[config.mk]
export PLATFORM = sky130hd
export DESIGN_NAME = pcpa_alu
export DESIGN_NICKNAME = d
export VERILOG_FILES = /design/src/hw/rtl/pcpa_pkg.sv /design/src/hw/rtl/pcpa_alu.sv
export SDC_FILE = /design/constraint.sdc
export NUM_CORES = 1
export LEC_CHECK = 0
export BUFFER_PORTS_ARGS = -buffer_cell sky130_fd_sc_hd__buf_2
export CAP_MARGIN = 20
export CORE_MARGIN = 1
export CORE_UTILIZATION = 57
export DETAILED_ROUTE_END_ITERATION = 8
export MAX_ROUTING_LAYER = met4
export PLACE_DENSITY = 0.88
export SETUP_SLACK_MARGIN = 0.5
export SLEW_MARGIN = 0
export SYNTH_ARGS = -nofsm -noshare
export SYNTH_HDL_FRONTEND = slang
export SYNTH_SLANG_ARGS = --single-unit
[constraint.sdc]
create_clock -name vclk -period 6.2
set_clock_uncertainty 0.1 [all_clocks]
set_input_delay 0.93 -clock vclk [all_inputs]
set_output_delay 0.93 -clock vclk [all_outputs]
set_load 0.05 [all_outputs]
[src/hw/rtl/pcpa_pkg.sv]
package pcpa_pkg;

	localparam int DEF_NUM_CPUS   = 8;
	localparam int DEF_NUM_PAGES  = 32768;
	localparam int DEF_PAGE_BYTES = 4096;

	localparam int ADDR_W      = 32;
	localparam int CPU_FIELD_W = 3;
	localparam int STATUS_W    = 2;
	localparam int CFG_IDX_W   = 1;

	localparam logic [ADDR_W-1:0] KERNEL_END_RST = 32'd2147614720;
	localparam logic [ADDR_W-1:0] MEMORY_TOP_RST = 32'd2281701376;

	localparam logic OP_ALLOC = 1'b0;
	localparam logic OP_FREE  = 1'b1;

	localparam logic [STATUS_W-1:0] STAT_OK       = 2'd0;
	localparam logic [STATUS_W-1:0] STAT_OOM      = 2'd1;
	localparam logic [STATUS_W-1:0] STAT_BAD_FREE = 2'd2;

	localparam logic [CFG_IDX_W-1:0] REG_KERNEL_END = 1'd0;
	localparam logic [CFG_IDX_W-1:0] REG_MEMORY_TOP = 1'd1;

	localparam logic ALU_ADD = 1'b0;
	localparam logic ALU_SUB = 1'b1;

	typedef struct packed {
		logic              op;
		logic [ADDR_W-1:0] a;
		logic [ADDR_W-1:0] b;
	} alu_req_t;

endpackage

[src/hw/rtl/pcpa_alu.sv]
// Shared 33-bit add/subtract; bit ADDR_W is carry on add, borrow on subtract.
module pcpa_alu
	import pcpa_pkg::*;
(
	input  alu_req_t          req,
	output logic [ADDR_W:0]   res
);

	always_comb begin
		if (req.op == ALU_SUB) begin
			res = {1'b0, req.a} - {1'b0, req.b};
		end else begin
			res = {1'b0, req.a} + {1'b0, req.b};
		end
	end

endmodule

# Word level (Yosys, flattened, before mapping)
# Index checks and enable logic that the tools add are counted.
classes:
  addsub: 2
  n_mul: 0
  n_div: 0
  n_lt_le_gt_ge: 0
  n_eq_ne: 0
  shift: 0
  mux: 1
  n_bitwise: 0
  reduce_logical: 0
op_table:
  columns: ["operator", "n"]
  rows:
  - ["$add A32 B32 Y33", 1]
  - ["$mux W33", 1]
  - ["$sub A32 B32 Y33", 1]
totals:
  ff_bits: 0
  latch_bits: 0
  ram_bits: 0
  rom_bits: 0
  elab_cells: 3
  memories: 0

# Longest topological paths before layout
logic_depth:
  word_depth: 2
  depth_mapped: 16

# Worst setup path after synthesis
# OpenSTA, ideal clock, no wires.
synth_timing:
  kind: "in2out"
  startpoint: "input port req[4] (netlist name)"
  endpoint: "output port res[28]"
  arrival_ps: 4293
  required_ps: 5170
  setup_slack_ps: 877
  path_stages: 15
  path_buffers: 1
  cell_sequence: "nor3_1 -> and3_1 -> and2_1 -> nand2_1 -> nor2_1 -> nor2_1 -> xnor2_1 -> ha_1 -> buf_6 -> nand2_2 -> or3_4 -> a221o_2 -> a21oi_2 -> a21boi_1 -> xnor2_1"
synth_via:
  elab_chain_len: 2
  elab_cells_between_ends: 3
  cone_classes: "2 x add/sub; 1 x mux"
synth_rtl:
  columns: ["element", "line_no", "source"]
  rows:
  - ["start, declared", "pcpa_alu.sv:5", "input alu_req_t req,"]
  - ["$add A32 B32 Y33 / $sub A32 B32 Y33 (equally long branches)", "pcpa_alu.sv:13, pcpa_alu.sv:11", null]
  - ["$mux W33 *", "pcpa_alu.sv:10", "if (req.op == ALU_SUB) begin"]
  - ["end, declared", "pcpa_alu.sv:6", "output logic [ADDR_W:0] res"]
# Mark *: on every way between the ends. The rest lies on a longest branch, timed or not.

# Final worst setup path
layout_timing:
  startpoint: "input port req[3] (netlist name)"
  endpoint: "output port res[30]"
# The elaborated chain is that of the path after synthesis.

==> flow_summary.toml <==
[status]
status = "finished, final reports clean"

[final_layout]
fill_cells = 359
design.seq.count = 0
utilization_pct = 70.8
clkbuf_count = 0
drive_gt1_share_pct = 26.2
diodes = 0
syn_to_final_growth_pct = 19.4
register_area_sq_um = 0
nets = 562
multi_input_area_sq_um = 2470

[sta]
fmax_ghz = 0.184
slew_violations = 0
hold_viol = 0
fin_crit_ps = 5440
max_slew.worst_pin.slew_ps = 784
max_slew_margin_pct = 47.3
finalSetupViolCount = 0
period_share_pct = 87.7
grt_setup_unrepaired = "no"
fin_setup_tns_ps = 0

[global_route]
grt_pass1_wl_mm = 12.4
antenna_found_initial = 0
grtUsageTotal_pct = 30.9
grt_max_degree = 33
grt_overflow = 0
grt_pass1_vias = 2851

[synthesis]
synthesis.area_sq_um = 2580
yosysUniqueCellTypes = 58
synth_top_cell_by_area = "ha_1"
synthCells = 373
synthTopCellsByCount = "xnor2_1, a21oi_1, nor2_1"
synth_most_common_cell = "xnor2_1"
synth_nets = 472
netlist.area_leader.share_pct = 16.0
synth_warnings = 0
synthTopCellsByArea = "ha_1, xnor2_1, a21oi_1, nor2_1, xor2_1"
yosysSeqAreaShare_pct = 0
syn_avg_cell_area_sq_um = 6.92

[detailed_routing]
ant_nets = 0
vias_per_cell = 6.02
drt_iter0_markers = 334
routedWlPerCell_microns = 14.5
drc = 0
wl_mm = 7.42
first_pass_iters = 4
vias = 3088

[setup_path]
required_ps = 5170
arrival_ps = 4410
critical_path_class = "primary input to output pin"
cp-end-kind = "output pin"
cp-start-kind = "primary input"
worstPathMaxFanout = 8

[flow_run]
drv_cap = 0

[floorplanning]
core_area_sq_um = 4350
std_cell_rows = 24
ios = 98
start_util_pct = 59.3
die_w_microns = 69.3
die_h_microns = 69.3
dieArea_sq_um = 4800

[power]
ir_worst_vdd_mv = 0.204
p_int_mw = 0.216
swShare_pct = 69.9
p_comb_share_pct = 100.0
leakagePower_nw = 1.44
netSwitchingPower_mw = 0.502
powerDensity_nw_per_um2 = 233
p_clk_share_pct = 0
seq_power_share_pct = 0

[min_path]
min_path_cells = 4
hold_class = "primary input to output pin"
min_to = "res[0]"
hold_start = "req[0]"

[clocking]
holdBufCountCts = 0
post_cts_buffers = 0

[placed_design]
port-buffer-count = 98
dp_hpwl_mm = 6.32
place_congestion = 0.934
## per-stage QoR
stage / worst slack (ps) / cell area [sq um] / instances / hold slack (ps) / power (mW)
finish: 761 / 3080 / 513 / 2230 / 0.718
global route: 502 / 3080 / 513 / 2240 / 0.766
CTS: 741 / 3070 / 513 / 2230 / 0.712
detailed placement: 741 / 3070 / 513 / 2230 / 0.709
global placement: 756 / 3070 / 513 / 2210 / 0.703
floorplan: 877 / 2580 / 373 / 2050 / 0.566
## placed cells by master, fill, tap and decap left out, types with 2 or more instances in the layout
master / Yosys / layout
a211oi_1: 5 / 4
a211oi_2: 3 / 4
a21boi_0: 2 / 2
a21o_1: 14 / 14
a21oi_1: 43 / 43
a31oi_1: 8 / 7
a31oi_2: 2 / 3
and2_1: 2 / 2
and3_1: 5 / 5
buf_2: 3 / 98
ha_1: 33 / 32
inv_1: 14 / 14
nand2_1: 26 / 26
nand2b_1: 5 / 5
nand3_1: 4 / 4
nand4_1: 9 / 9
nor2_1: 42 / 42
nor2b_1: 8 / 8
nor3_1: 12 / 12
nor3b_1: 3 / 3
nor4_1: 6 / 6
o21a_1: 8 / 8
o21ai_0: 14 / 14
o21ai_1: 4 / 4
o21bai_1: 2 / 2
o22ai_1: 2 / 2
or2_2: 2 / 2
xnor2_1: 46 / 46
xor2_1: 13 / 13
## power groups by stage
stage	registers [mW]	logic, mW	clock network (mW)
floorplan	0	0.566	0
global placement	0	0.703	0
detailed placement	0	0.709	0
CTS	0	0.712	0
global route	0	0.766	0
finish	0	0.718	0
## worst max path at each step
stage,start,to,slack [ps],depth (start not counted)
detailed placement,req[3],res[29],740,17
floorplan,req[4],res[28],880,15
finish,req[3],res[30],760,16
global placement,req[4],res[29],760,17
global route,req[3],res[30],500,16
CTS,req[3],res[29],740,17
## kinds of logic (layout without fill, tap and decap cells)
| group | after synthesis | in the layout | share of synthesized area, % |
|---|---|---|---|
| XOR/XNOR | 59 | 59 | 20.0 |
| adder cells (fa/ha/maj) | 34 | 34 | 16.8 |
| multiplexers | 1 | 1 | 0.388 |
| AND/OR/NAND/NOR | 132 | 132 | 25.5 |
| AO/OA/AOI/OAI | 122 | 122 | 32.4 |
| buffers and inverters | 25 | 113 | 4.94 |
## worst max-delay path, cell delays in order
cell and delay (ps):
buf_2 120, nor3_1 260, and3_1 240, and2_1 210, nand2_1 130, nor2_1 110
nor2_1 50, xnor2_1 160, ha_2 420, nand2_2 80, or3_4 410, a311oi_4 280
a31oi_2 190, o41ai_2 360, xor2_1 170, buf_2 280
## routing by layer
layer / vias up / global-route usage (%) / wire length (microns)
li1: 1538 / - / -
met1: 1402 / 39.0 / 3260
met2: 140 / 53.8 / 3540
met3: 8 / 3.05 / 523
met4: 0 / 4.99 / 99
met5: - / - / 0
## repair_timing
action | in CTS | in global routing
setup endpoints to repair | 0 | 6
gates resized for setup | 0 | 3
hold endpoints to repair | 0 | 0
## final cells by class
| type | instances | area share (%) |
|---|---|---|
| multi-input cells | 348 | 80.0 |
| repair buffers | 99 | 16.1 |
| well taps | 52 | 2.11 |
| inverters | 14 | 1.70 |
Power figures use the tool's default switching activity.
